==> config.mk <==
export PLATFORM = sky130hd
export DESIGN_NAME = utf8_stream_decoder_flat
export DESIGN_NICKNAME = d
export VERILOG_FILES = /design/src/rtl/u8d_pkg.sv /design/src/rtl/u8d_if.sv /design/src/rtl/utf8_stream_decoder.sv /design/src/rtl/u8d_decode.sv /design/src/flat_wrapper.sv
export SDC_FILE = /design/constraint.sdc
export NUM_CORES = 1
export LEC_CHECK = 0
export BUFFER_PORTS_ARGS = -buffer_cell sky130_fd_sc_hd__buf_4
export CELL_PAD_IN_SITES_DETAIL_PLACEMENT = 1
export CELL_PAD_IN_SITES_GLOBAL_PLACEMENT = 2
export CORE_AREA = 5 5 81 83
export DETAILED_ROUTE_END_ITERATION = 8
export DIE_AREA = 0 0 86 88
export PLACE_DENSITY_LB_ADDON = 0.3
export SYNTH_ARGS = -nofsm -noshare
export SYNTH_HDL_FRONTEND = slang
export SYNTH_SLANG_ARGS = --single-unit
==> constraint.sdc <==
create_clock -name clock -period 4 [get_ports clock]
set_input_delay 0.4 -clock clock [delete_from_list [all_inputs] [get_ports clock]]
set_output_delay 0.4 -clock clock [all_outputs]
set_load 0.1 [all_outputs]
==> src/rtl/u8d_pkg.sv <==
// Shared types and constants for the UTF-8 stream decoder.
`timescale 1ns / 1ps

package u8d_pkg;

   localparam int unsigned ByteWidth    = 8;
   localparam int unsigned CpWidth      = 21;
   localparam int unsigned StatusWidth  = 2;
   localparam int unsigned PendWidth    = 2;
   localparam int unsigned PartialWidth = 15;

   localparam logic [CpWidth-1:0] ReplacementCp = 21'h00FFFD;

   typedef enum logic [StatusWidth-1:0] {
      STATUS_CODE = 2'd0,
      STATUS_REPL = 2'd1,
      STATUS_MALF = 2'd2,
      STATUS_END  = 2'd3
   } status_type;

   typedef struct packed {
      logic [PendWidth-1:0]    bytes_pending;
      logic [PartialWidth-1:0] partial_value;
   } dec_state_type;

   typedef struct packed {
      logic               emit;
      logic [CpWidth-1:0] code_point;
      status_type         status;
   } dec_result_type;

endpackage

==> src/rtl/u8d_if.sv <==
// Valid/ready channel interfaces for the byte input and the code point output.
`timescale 1ns / 1ps

interface u8d_byte_if;
   logic                          valid;
   logic                          ready;
   logic [u8d_pkg::ByteWidth-1:0] in_byte;

   modport source (output valid, output in_byte, input ready);
   modport sink   (input valid, input in_byte, output ready);
endinterface

interface u8d_cp_if;
   logic                            valid;
   logic                            ready;
   logic [u8d_pkg::CpWidth-1:0]     code_point;
   logic [u8d_pkg::StatusWidth-1:0] status;

   modport source (output valid, output code_point, output status, input ready);
   modport sink   (input valid, input code_point, input status, output ready);
endinterface

==> src/rtl/utf8_stream_decoder.sv <==
// Top level of the byte-serial UTF-8 stream decoder.
`timescale 1ns / 1ps

// One byte per transaction enters on req_chan; decoded code points leave on
// rsp_chan with a status (code point, replacement for a bad lead byte,
// malformed continuation, end of text). An accepted byte lands in the input
// register, and the decode logic writes its result to the result register
// once the result slot is free; a stalled sink holds it in the input register.
// One byte is taken every cycle while the input register is empty or the
// result register is empty or being drained; rate is set by the single
// decode step that reads and updates the sequence state. Lead and inner
// continuation bytes produce no result. A zero byte between sequences
// reports end of text and decoding carries on with the next byte.
module utf8_stream_decoder (
   input  logic        clock,
   input  logic        reset,
   u8d_byte_if.sink    req_chan,
   u8d_cp_if.source    rsp_chan
);
   import u8d_pkg::*;

   // input register
   logic                 in_valid_ff, in_valid_in;
   logic [ByteWidth-1:0] in_byte_ff, in_byte_in;

   // sequence state
   dec_state_type state_ff, state_in;

   // result register
   logic               out_valid_ff, out_valid_in;
   logic [CpWidth-1:0] out_cp_ff, out_cp_in;
   status_type         out_status_ff, out_status_in;

   dec_state_type  dec_state;
   dec_result_type dec_result;
   logic           out_free;
   logic           advance;

   u8d_decode u_decode (
      .state_cur (state_ff),
      .byte_cur  (in_byte_ff),
      .state_nxt (dec_state),
      .result    (dec_result)
   );

   // Result slot frees up when empty or when the sink takes it this cycle.
   assign out_free = !out_valid_ff || rsp_chan.ready;
   // Advance the buffered byte through decode whenever the slot is free.
   assign advance  = in_valid_ff && out_free;

   assign req_chan.ready = !in_valid_ff || out_free;

   always_comb begin
      in_valid_in = in_valid_ff;
      in_byte_in  = in_byte_ff;
      if (req_chan.ready) begin
         in_valid_in = req_chan.valid;
         in_byte_in  = req_chan.in_byte;
      end
   end

   always_comb begin
      state_in      = state_ff;
      out_valid_in  = out_valid_ff;
      out_cp_in     = out_cp_ff;
      out_status_in = out_status_ff;
      if (out_free) begin
         out_valid_in = 1'b0;
      end
      if (advance) begin
         state_in     = dec_state;
         out_valid_in = dec_result.emit;
         if (dec_result.emit) begin
            out_cp_in     = dec_result.code_point;
            out_status_in = dec_result.status;
         end
      end
   end

   always_ff @(posedge clock) begin
      if (reset) begin
         in_valid_ff  <= 1'b0;
         out_valid_ff <= 1'b0;
         state_ff     <= '0;
      end else begin
         in_valid_ff  <= in_valid_in;
         out_valid_ff <= out_valid_in;
         state_ff     <= state_in;
      end
   end

   // payload registers: no reset needed
   always_ff @(posedge clock) begin
      in_byte_ff    <= in_byte_in;
      out_cp_ff     <= out_cp_in;
      out_status_ff <= out_status_in;
   end

   assign rsp_chan.valid      = out_valid_ff;
   assign rsp_chan.code_point = out_cp_ff;
   assign rsp_chan.status     = out_status_ff;

endmodule

==> src/rtl/u8d_decode.sv <==
// Combinational decode of one byte against the current sequence state.
`timescale 1ns / 1ps

module u8d_decode (
   input  u8d_pkg::dec_state_type           state_cur,
   input  logic [u8d_pkg::ByteWidth-1:0]    byte_cur,
   output u8d_pkg::dec_state_type           state_nxt,
   output u8d_pkg::dec_result_type          result
);
   import u8d_pkg::*;

   logic is_cont;

   assign is_cont = (byte_cur[7:6] == 2'b10);

   always_comb begin
      state_nxt         = state_cur;
      result.emit       = 1'b0;
      result.code_point = '0;
      result.status     = STATUS_CODE;

      if (state_cur.bytes_pending != '0) begin
         if (!is_cont) begin
            // drop the byte, close the sequence
            state_nxt         = '0;
            result.emit       = 1'b1;
            result.status     = STATUS_MALF;
         end else if (state_cur.bytes_pending == 2'd1) begin
            state_nxt         = '0;
            result.emit       = 1'b1;
            result.code_point = {state_cur.partial_value, byte_cur[5:0]};
            result.status     = STATUS_CODE;
         end else begin
            state_nxt.partial_value = {state_cur.partial_value[PartialWidth-7:0],
                                       byte_cur[5:0]};
            state_nxt.bytes_pending = state_cur.bytes_pending - 2'd1;
         end
      end else if (byte_cur == '0) begin
         result.emit   = 1'b1;
         result.status = STATUS_END;
      end else if (!byte_cur[7]) begin
         result.emit       = 1'b1;
         result.code_point = {13'd0, byte_cur};
         result.status     = STATUS_CODE;
      end else if (byte_cur[7:5] == 3'b110) begin
         state_nxt.partial_value = {10'd0, byte_cur[4:0]};
         state_nxt.bytes_pending = 2'd1;
      end else if (byte_cur[7:4] == 4'b1110) begin
         state_nxt.partial_value = {11'd0, byte_cur[3:0]};
         state_nxt.bytes_pending = 2'd2;
      end else if (byte_cur[7:3] == 5'b11110) begin
         state_nxt.partial_value = {12'd0, byte_cur[2:0]};
         state_nxt.bytes_pending = 2'd3;
      end else begin
         result.emit       = 1'b1;
         result.code_point = ReplacementCp;
         result.status     = STATUS_REPL;
      end
   end

endmodule

==> src/flat_wrapper.sv <==
// flat-port wrapper written by rule: the top's interface ports become plain ports
module utf8_stream_decoder_flat import u8d_pkg::*;
  (clock, reset, req_chan_valid, req_chan_in_byte, req_chan_ready, rsp_chan_valid, rsp_chan_code_point, rsp_chan_status, rsp_chan_ready);
  u8d_byte_if req_chan_i ();
  u8d_cp_if rsp_chan_i ();
  input  logic clock;
  input  logic reset;
  input wire logic [$bits(req_chan_i.valid)-1:0] req_chan_valid;
  input wire logic [$bits(req_chan_i.in_byte)-1:0] req_chan_in_byte;
  output wire logic [$bits(req_chan_i.ready)-1:0] req_chan_ready;
  output wire logic [$bits(rsp_chan_i.valid)-1:0] rsp_chan_valid;
  output wire logic [$bits(rsp_chan_i.code_point)-1:0] rsp_chan_code_point;
  output wire logic [$bits(rsp_chan_i.status)-1:0] rsp_chan_status;
  input wire logic [$bits(rsp_chan_i.ready)-1:0] rsp_chan_ready;
  assign req_chan_i.valid = req_chan_valid;
  assign req_chan_i.in_byte = req_chan_in_byte;
  assign req_chan_ready = req_chan_i.ready;
  assign rsp_chan_valid = rsp_chan_i.valid;
  assign rsp_chan_code_point = rsp_chan_i.code_point;
  assign rsp_chan_status = rsp_chan_i.status;
  assign rsp_chan_i.ready = rsp_chan_ready;
  utf8_stream_decoder u_core (.clock(clock), .reset(reset), .req_chan(req_chan_i), .rsp_chan(rsp_chan_i));
endmodule
==> flow_summary.yaml, run 1 <==
drt:
  remaining_drc_errors: 0
  detail_route.wl_per_cell_um: 15.9
  dr.first_iter.drc_count: 113
  via_per_inst: 5.07
  drt_first_pass_iters: 4
  ant_nets: 0
  vias: 1500
  wl_um: 4700
clock_tree:
  clk_latency_ns: 0.30
  cts_resized: 0
  cts_sinks: 50
  htree_num_levels: 2
  cts_buffer_depth: 2
  post_cts_buffers: 0
  numCtsBuffers: 5
  clk_pin_slew_worst_paths_ns: 0.09
  cts_tree: "yes"
  clockRootBuffer: "clkbuf_8"
  postCtsHoldBufs: 0
flow_run:
  cap_violations: 0
logic_synthesis:
  yosys_warnings: 0
  synthArstFlopShare_pct: 0
  syn_nets: 202
  avgSynthCellArea_um2: 11.3
  synth_flop_cell: "edfxtp_1"
  synth_edf_count: 31
  netlist_instances: 188
  yosys_register_bits: 50
  syn_area_mm2: 0.00213
  yosys.area.top_type_share_pct: 43.7
  synth_cell_types: 39
  ys_seq_area_share_pct: 61.5
  synth_area_leaders: "edfxtp_1, dfxtp_1, nand3_1"
  synth_top_area_cell: "edfxtp_1"
power:
  pwr-share-comb_pct: 16.8
  pwr-share-clk_pct: 33.8
  seqPwrFrac_pct: 49.4
  netSwitchingFraction_pct: 27.7
  internal_power_w: 0.000864
  switchingPower_w: 0.000332
  ir_worst_vdd_mv: 0.162
  powerDensity_mw_per_mm2: 468
  power_leakage_nw: 1.03
floorplan:
  die_x_um: 86
  dieArea_mm2: 0.00757
  coreArea_mm2: 0.00578
  num_io_pins: 37
  start_util_pct: 36.9
  fp.dieH_um: 88
  num_rows: 28
timing:
  rsz0062_at_grt: "false"
  worst_pin_slew_ns: 1.06
  max-slew-margin-rel_pct: 29.4
  fin_skew_ns: 0.00538
  fin_crit_sh_pct: 61.6
  tns_ns: 0
  setup-violations-final: 0
  slew_violations: 0
  max_freq_mhz: 406
  hold_violations: 0
  period_needed_ns: 2.46
grt:
  grt_max_degree: 34
  grt_use_total_pct: 13.0
  antenna_found_initial: 0
  gr-total-overflow: 0
  grt_pass1_vias: 1544
  grt_pass1_wl_um: 7690
place:
  dp_hpwl_um: 3320
  port_buffers: 36
  place.gp.congestion: 0.842
  dp.cells: 288
hold_path:
  hold_start: "req_chan_in_byte[4]"
  hold_end: "u_core.in_byte_ff[4]"
  hold_class: "input pin to register"
  holdPathStages: 1
finish:
  final_common_cell: "buf_4"
  final_cell_mix: "buf_4, edfxtp_1, nand2_1, dfxtp_1, nor2_1"
  nets: 234
  fin_cells: 296
  nFillCells: 642
  areaGrowthSynthToFinish_pct: 19.7
  antenna_cells: 0
  drive_gt1_share_pct: 24.4
setup_path:
  worst-path-max-fanout: 33
  required_ns: 4.20
  r2r-start: "u_core.state_ff[15]"
  start_kind: "register"
  crit_start: "u_core.state_ff[15]"
  critPathArrivalTime_ns: 2.66
  reg2reg_to: "u_core.state_ff[15]"
  crit_type: "register to register"
  r2r_setup_slack_ns: 1.54
  end_kind: "register"
  ff2ff_path_depth: 6
outcome:
  status: "complete, no violations"
[critical path, cell delays in order, from the launching register on]
cell	delay, ns
dfxtp_1	0.41
inv_1	0.07
ha_1	0.32
a21bo_2	0.27
and4_1	0.90
o221ai_2	0.22
o211a_1	0.18
[stage by stage]
stage / instance area, um^2 / utilization (%) / hold slack (ns) / setup slack, ns / total power [W]
after floorplan: 2130 / - / 0.424 / 1.55 / 0.000760
after CTS: 2550 / 44.2 / 0.264 / 1.53 / 0.00121
after global placement: 2410 / 41.8 / 0.438 / 1.64 / 0.000802
after detailed placement: 2410 / 41.8 / 0.446 / 1.54 / 0.000805
after global routing: 2550 / 44.2 / 0.258 / 1.38 / 0.00124
final: 2550 / 44.2 / 0.275 / 1.54 / 0.00120
[cells in the mapped netlist, types with 2 or more instances]
| library cell | number |
|---|---|
| buf_6 | 4 |
| nand4_1 | 4 |
| a21o_1 | 9 |
| and2_1 | 8 |
| a21oi_1 | 4 |
| buf_2 | 5 |
| inv_1 | 4 |
| o21ai_1 | 12 |
| nor2_1 | 18 |
| ha_1 | 2 |
| nand2_1 | 19 |
| nand3_1 | 15 |
| nor2b_1 | 2 |
| o21ai_0 | 8 |
| dfxtp_1 | 19 |
| edfxtp_1 | 31 |
| buf_4 | 2 |
[routing by layer]
metal / global-route usage (%) / wire, um / up-vias
li1: - / - / 734
met1: 15.5 / 2040 / 733
met2: 22.9 / 2410 / 28
met3: 3.57 / 199 / 5
met4: 3.60 / 40 / 0
met5: 0 / 0 / -
[flip-flops by register name (all words and copies together), names as in the netlist]
register,count
u_core.rsp_chan.status,2
u_core.in_valid_ff,1
u_core.state_ff,17
u_core.rsp_chan.valid,1
u_core.rsp_chan.code_point,21
u_core.in_byte_ff,8
[power groups by stage]
| stage | combinational [W] | clock [W] | sequential, W |
|---|---|---|---|
| 2_1_floorplan | 0.0000681 | 0 | 0.000692 |
| 3_3_place_gp | 0.000200 | 0 | 0.000602 |
| 3_5_place_dp | 0.000202 | 0 | 0.000603 |
| 4_1_cts | 0.000203 | 0.000416 | 0.000591 |
| 5_1_grt | 0.000212 | 0.000433 | 0.000593 |
| 6_report | 0.000201 | 0.000404 | 0.000590 |
[worst max-delay path by stage]
stage,slack [ns],to,depth (start not counted)
2_1_floorplan,1.55,u_core.in_byte_ff[0],2
3_3_place_gp,1.64,u_core.state_ff[15],6
3_5_place_dp,1.54,u_core.state_ff[15],6
4_1_cts,1.53,u_core.state_ff[15],6
5_1_grt,1.38,u_core.state_ff[15],6
6_report,1.54,u_core.state_ff[15],6
[layout make-up]
| class | count | area (um^2) | share of cell area [%] |
|---|---|---|---|
| sequential | 50 | 1310 | 51.4 |
| clock inverter | 1 | 30.0 | 1.18 |
| tap | 75 | 93.8 | 3.68 |
| timing repair buffer | 37 | 278 | 10.9 |
| inverter | 5 | 18.8 | 0.735 |
| clock buffer | 7 | 108 | 4.22 |
| multi-input combinational | 121 | 713 | 27.9 |
[cells by family (layout without fill, tap and decap cells)]
group	Yosys count	count (layout)	share of synthesized area, %
adder cells (fa/ha/maj)	2	2	1.17
flip-flops	50	50	61.5
AO/OA/AOI/OAI	42	42	12.8
AND/OR/NAND/NOR	77	77	19.5
buffers and inverters	17	50	5.05
Note: power is estimated with default switching activity, not from simulation.
==> run 2, diff against run 1 <==
--- a/config.mk
+++ b/config.mk
@@ -8,9 +8,9 @@
 export BUFFER_PORTS_ARGS = -buffer_cell sky130_fd_sc_hd__buf_4
 export CELL_PAD_IN_SITES_DETAIL_PLACEMENT = 1
 export CELL_PAD_IN_SITES_GLOBAL_PLACEMENT = 2
-export CORE_AREA = 5 5 81 83
+export CORE_AREA = 5 5 83 85
 export DETAILED_ROUTE_END_ITERATION = 8
-export DIE_AREA = 0 0 86 88
+export DIE_AREA = 0 0 88 90
 export PLACE_DENSITY_LB_ADDON = 0.3
 export SYNTH_ARGS = -nofsm -noshare
 export SYNTH_HDL_FRONTEND = slang
==> constraint.sdc (replaced) <==
create_clock -name clock -period 2.3 [get_ports clock]
set_input_delay 0.23 -clock clock [delete_from_list [all_inputs] [get_ports clock]]
set_output_delay 0.23 -clock clock [all_outputs]
set_load 0.1 [all_outputs]
==> run 2 against run 1 <==
Net effect:
- routed wire length grew 0.58%
- first-iteration DRC count shrank 58%
- non-clock buffer count grew 7
- die area grew 4.7%
- final area grew 1.9%
- sequential share of layout area shrank 0.96 points
- via count grew 2.4%
- maximum frequency grew 23%
- worst setup slack lost 1.2 ns
- global-route usage shrank 0.55 points
- flip-flop and latch count is the same
- largest cell class unchanged
==> flow_summary.yaml, run 2 (synthesis gave the netlist of run 1 again) <==
finish:
  fin_cells: 305
  final_common_cell: "buf_4"
  fin_area_mm2: 0.00260
  final_cell_mix: "buf_4, edfxtp_1, dfxtp_1"
  drive_gt1_share_pct: 26.8
  largest_reg_flops: 21
  antenna_cells: 0
  nets: 241
  areaGrowthSynthToFinish_pct: 22.0
setup_path:
  end_kind: "register"
  cpMaxStageDelayCell: "or4b_4"
  critPathArrivalTime_ns: 1.99
  worst-path-max-fanout: 23
  crit_type: "register to register"
  worstPathCellList: "inv_1 > ha_1 > or4b_4 > and4_2"
  critPathMaxStageDelay_ns: 0.55
  r2r_setup_slack_ns: 0.30
  start_kind: "register"
  required_ns: 2.29
floorplan:
  dieArea_mm2: 0.00792
  coreArea_mm2: 0.00613
  fp.dieH_um: 90
  num_io_pins: 37
  num_rows: 29
  start_util_pct: 34.8
  die_x_um: 88
drt:
  detail_route.wl_per_cell_um: 15.5
  wl_um: 4720
  drt_first_pass_iters: 4
  via_per_inst: 5.04
  vias: 1536
  dr.first_iter.drc_count: 48
  remaining_drc_errors: 0
  ant_nets: 0
timing:
  max_freq_mhz: 500
  worst_pin_slew_ns: 0.589
  slew_violations: 0
  tns_ns: 0
  setup-violations-final: 0
  max-slew-margin-rel_pct: 60.8
  rsz0062_at_grt: "false"
  fin_skew_ns: 0.00873
  fin_crit_sh_pct: 86.9
  hold_violations: 0
  period_needed_ns: 2.00
  whs_ns: 0.0993
  layout_setup_ws_ns: 0.301
grt:
  grt_max_degree: 34
  grt_pass1_vias: 1612
  grt_use_total_pct: 12.4
  antenna_found_initial: 0
  gr-total-overflow: 0
  grt_pass1_wl_um: 7710
power:
  powerDensity_mw_per_mm2: 777
  pwr-share-comb_pct: 18.4
  netSwitchingFraction_pct: 28.4
  power_leakage_nw: 1.06
  pwr-share-clk_pct: 31.2
  ir_worst_vdd_mv: 0.336
  seqPwrFrac_pct: 50.4
  internal_power_w: 0.00145
  switchingPower_w: 0.000574
clock_tree:
  cts_sinks: 50
  numCtsBuffers: 5
  htree_num_levels: 2
  cts_resized: 0
  cts_buffer_depth: 2
  clockRootBuffer: "clkbuf_8"
  post_cts_buffers: 0
  cts_tree: "yes"
  clk_latency_ns: 0.30
  postCtsHoldBufs: 0
  clk_pin_slew_worst_paths_ns: 0.09
place:
  dp.cells: 297
  dp_hpwl_um: 3250
  place.gp.congestion: 0.773
  dpl_cell_area_mm2: 0.00248
  dpl_worst_slack_ns: 0.305
  port_buffers: 36
outcome:
  status: "complete, no violations"
flow_run:
  cap_violations: 0
hold_path:
  hold_class: "input pin to register"
run 2: critical path: cells and delay by family (launching register included):
family | cells | cell delay, ns
buffers and inverters | 1 | 0.06
flip-flops | 1 | 0.40
adder cells (fa/ha/maj) | 1 | 0.21
AND/OR/NAND/NOR | 2 | 1.03
run 2: power groups by stage:
| stage | sequential (W) | combinational, W | clock [W] |
|---|---|---|---|
| after floorplan | 0.00120 | 0.000119 | 0 |
| after global placement | 0.00104 | 0.000373 | 0 |
| after detailed placement | 0.00104 | 0.000376 | 0 |
| after CTS | 0.00102 | 0.000377 | 0.000655 |
| after global routing | 0.00102 | 0.000395 | 0.000692 |
| final | 0.00102 | 0.000372 | 0.000631 |
run 2: worst paths after layout:
check / cells after the start / start / end
hold / removal: 1 / req_chan_in_byte[7] / u_core.in_byte_ff[7]
hold reg to reg: 2 / u_core.state_ff[13] / u_core.state_ff[13]
setup reg to reg: 4 / u_core.state_ff[15] / u_core.rsp_chan.code_point[10]
setup / recovery: 4 / u_core.state_ff[15] / u_core.rsp_chan.code_point[10]
run 2: cell type report:
| type | count | area, um^2 |
|---|---|---|
| clock buffers | 7 | 86.3 |
| clock inverters | 1 | 30.0 |
| multi-input cells | 121 | 716 |
| well taps | 77 | 96.3 |
| repair buffers | 44 | 343 |
| fillers | 702 | 3530 |
| flip-flops and latches | 50 | 1310 |
| inverters | 5 | 18.8 |
run 2: metrics by stage:
step | total power (W) | utilization [%]
3_3_place_gp | 0.00141 | 40.5
3_5_place_dp | 0.00141 | 40.5
6_report | 0.00202 | 42.4
2_1_floorplan | 0.00132 | -
4_1_cts | 0.00205 | 42.4
5_1_grt | 0.00211 | 42.4
run 2: routing by layer:
| layer | share of wire [%] | routed length, um | global-route usage (%) |
|---|---|---|---|
| met3 | 4.1 | 193 | 2.74 |
| met4 | 1.3 | 63 | 3.71 |
| met1 | 46 | 2150 | 16.0 |
| met2 | 49 | 2320 | 20.6 |
| met5 | 0 | 0 | 0 |
==> run 3, diff against run 2 <==
--- a/config.mk
+++ b/config.mk
@@ -11,7 +11,7 @@
 export CORE_AREA = 5 5 83 85
 export DETAILED_ROUTE_END_ITERATION = 8
 export DIE_AREA = 0 0 88 90
-export PLACE_DENSITY_LB_ADDON = 0.3
+export PLACE_DENSITY = 0.76
 export SYNTH_ARGS = -nofsm -noshare
 export SYNTH_HDL_FRONTEND = slang
 export SYNTH_SLANG_ARGS = --single-unit
==> run 3 against run 2 <==
Net effect:
- worst hold slack gained 0.0038 ns
- maximum frequency shrank 1.4%
- non-clock buffer count is the same
- combinational power is essentially flat
- routed wire length grew 0.78%
- die area is the same
- clock skew grew 0.0022 ns
- power shrank 0.44%
- final cell count is the same
- register-to-register slack lost 0.03 ns
==> flow_summary.yaml, run 3 (synthesis gave the netlist of run 1 again) <==
outcome:
  status: "complete, no violations"
finish:
  antenna_cells: 0
  areaGrowthSynthToFinish_pct: 21.2
  final_common_cell: "buf_4"
  fin_cells: 305
  nets: 241
  drive_gt1_share_pct: 27.2
  final_cell_mix: "buf_4, edfxtp_1, dfxtp_1"
  largest_reg_flops: 21
setup_path:
  ff2ff_path_depth: 4
  reg2reg_to: "u_core.rsp_chan.code_point[7]"
  end_kind: "register"
  critPathArrivalTime_ns: 2.02
  cp_num_buf_inv: 1
  crit_cells: 4
  required_ns: 2.29
  r2r-start: "u_core.state_ff[15]"
  crit_start: "u_core.state_ff[15]"
  start_kind: "register"
  cpMaxStageDelayCell: "or4b_4"
  worst-path-max-fanout: 23
  r2r_setup_slack_ns: 0.27
  critPathMaxStageDelay_ns: 0.54
  worstPathCellList: "inv_1 > ha_1 > or4b_4 > and4_2"
  crit_type: "register to register"
  crit_path_end: "u_core.rsp_chan.code_point[7]"
  cp_top_family: "simple AND/OR/NAND/NOR gates"
floorplan:
  start_util_pct: 34.8
  die_x_um: 88
  dieArea_mm2: 0.00792
  num_rows: 29
  coreArea_mm2: 0.00613
  fp.dieH_um: 90
  num_io_pins: 37
clock_tree:
  cts_tree: "yes"
  cts_sinks: 50
  numCtsBuffers: 5
  clk_latency_ns: 0.30
  post_cts_buffers: 0
  clockRootBuffer: "clkbuf_8"
  cts_buffer_depth: 2
  htree_num_levels: 2
  cts_resized: 0
  clk_pin_slew_worst_paths_ns: 0.09
  postCtsHoldBufs: 0
power:
  ir_worst_vdd_mv: 0.288
  power_leakage_nw: 1.05
  powerDensity_mw_per_mm2: 779
timing:
  max-slew-margin-rel_pct: 59.9
  slew_violations: 0
  setup-violations-final: 0
  rsz0062_at_grt: "false"
  period_needed_ns: 2.03
  tns_ns: 0
  whs_ns: 0.103
  max_freq_mhz: 493
  fin_skew_ns: 0.0110
  hold_violations: 0
  worst_pin_slew_ns: 0.602
  fin_crit_sh_pct: 88.2
drt:
  via_per_inst: 5.03
  detail_route.wl_per_cell_um: 15.6
  vias: 1533
  dr.first_iter.drc_count: 49
  remaining_drc_errors: 0
  wl_um: 4760
  drt_first_pass_iters: 4
  ant_nets: 0
flow_run:
  cap_violations: 0
grt:
  grt_pass1_wl_um: 7810
  grt_max_degree: 31
  gr-total-overflow: 0
  grt_use_total_pct: 12.7
  grt_pass1_vias: 1598
  antenna_found_initial: 0
hold_path:
  hold_class: "input pin to register"
place:
  dp_hpwl_um: 3330
  place.gp.congestion: 0.760
  dp.cells: 297
  port_buffers: 36
## run 3: area by class of cell
class | count | area (um^2)
fill | 704 | 3550
sequential | 50 | 1310
multi-input combinational | 121 | 716
timing repair buffer | 44 | 330
tap | 77 | 96.3
clock buffer | 5 | 68.8
clock inverter | 3 | 42.5
inverter | 5 | 18.8
## run 3: worst register-to-register path, delay by kind of cell (launching register included)
family | cells | cell delay [ns]
DFF | 1 | 0.41
buffers and inverters | 1 | 0.07
adders and majority gates | 1 | 0.21
and+or+nand+nor | 2 | 1.02
## run 3: power by group
group	total [W]	internal [W]	switching, W
clock	0.000625	0.000326	0.000299
sequential	0.00102	0.000998	0.0000199
combinational	0.000369	0.0000925	0.000277
## run 3: through the flow
stage | util [%] | instance area, um^2 | setup slack (ns) | power, W
finish | 42.1 | 2580 | 0.272 | 0.00201
global route | 42.1 | 2580 | 0.165 | 0.00210
CTS | 42.1 | 2580 | 0.264 | 0.00204
detailed placement | 40.3 | 2470 | 0.280 | 0.00141
global placement | 40.3 | 2470 | 0.338 | 0.00141
floorplan | - | 2130 | 0.219 | 0.00132
## run 3: worst min-delay path by stage
stage | from | end | cells after the start
6_report | req_chan_in_byte[7] | u_core.in_byte_ff[7] | 1
5_1_grt | req_chan_in_byte[6] | u_core.in_byte_ff[6] | 1
4_1_cts | req_chan_in_byte[7] | u_core.in_byte_ff[7] | 1
3_5_place_dp | req_chan_in_byte[7] | u_core.in_byte_ff[7] | 1
3_3_place_gp | req_chan_in_byte[4] | u_core.in_byte_ff[4] | 1
2_1_floorplan | req_chan_in_byte[0] | u_core.in_byte_ff[0] | 0
## run 3: per-layer routing
layer,up-vias,wire length [um],global-route usage [%]
met4,0,30,3.84
met1,752,2100,16.0
met5,-,0,0
met3,2,176,3.20
li1,751,-,-
met2,28,2450,21.1
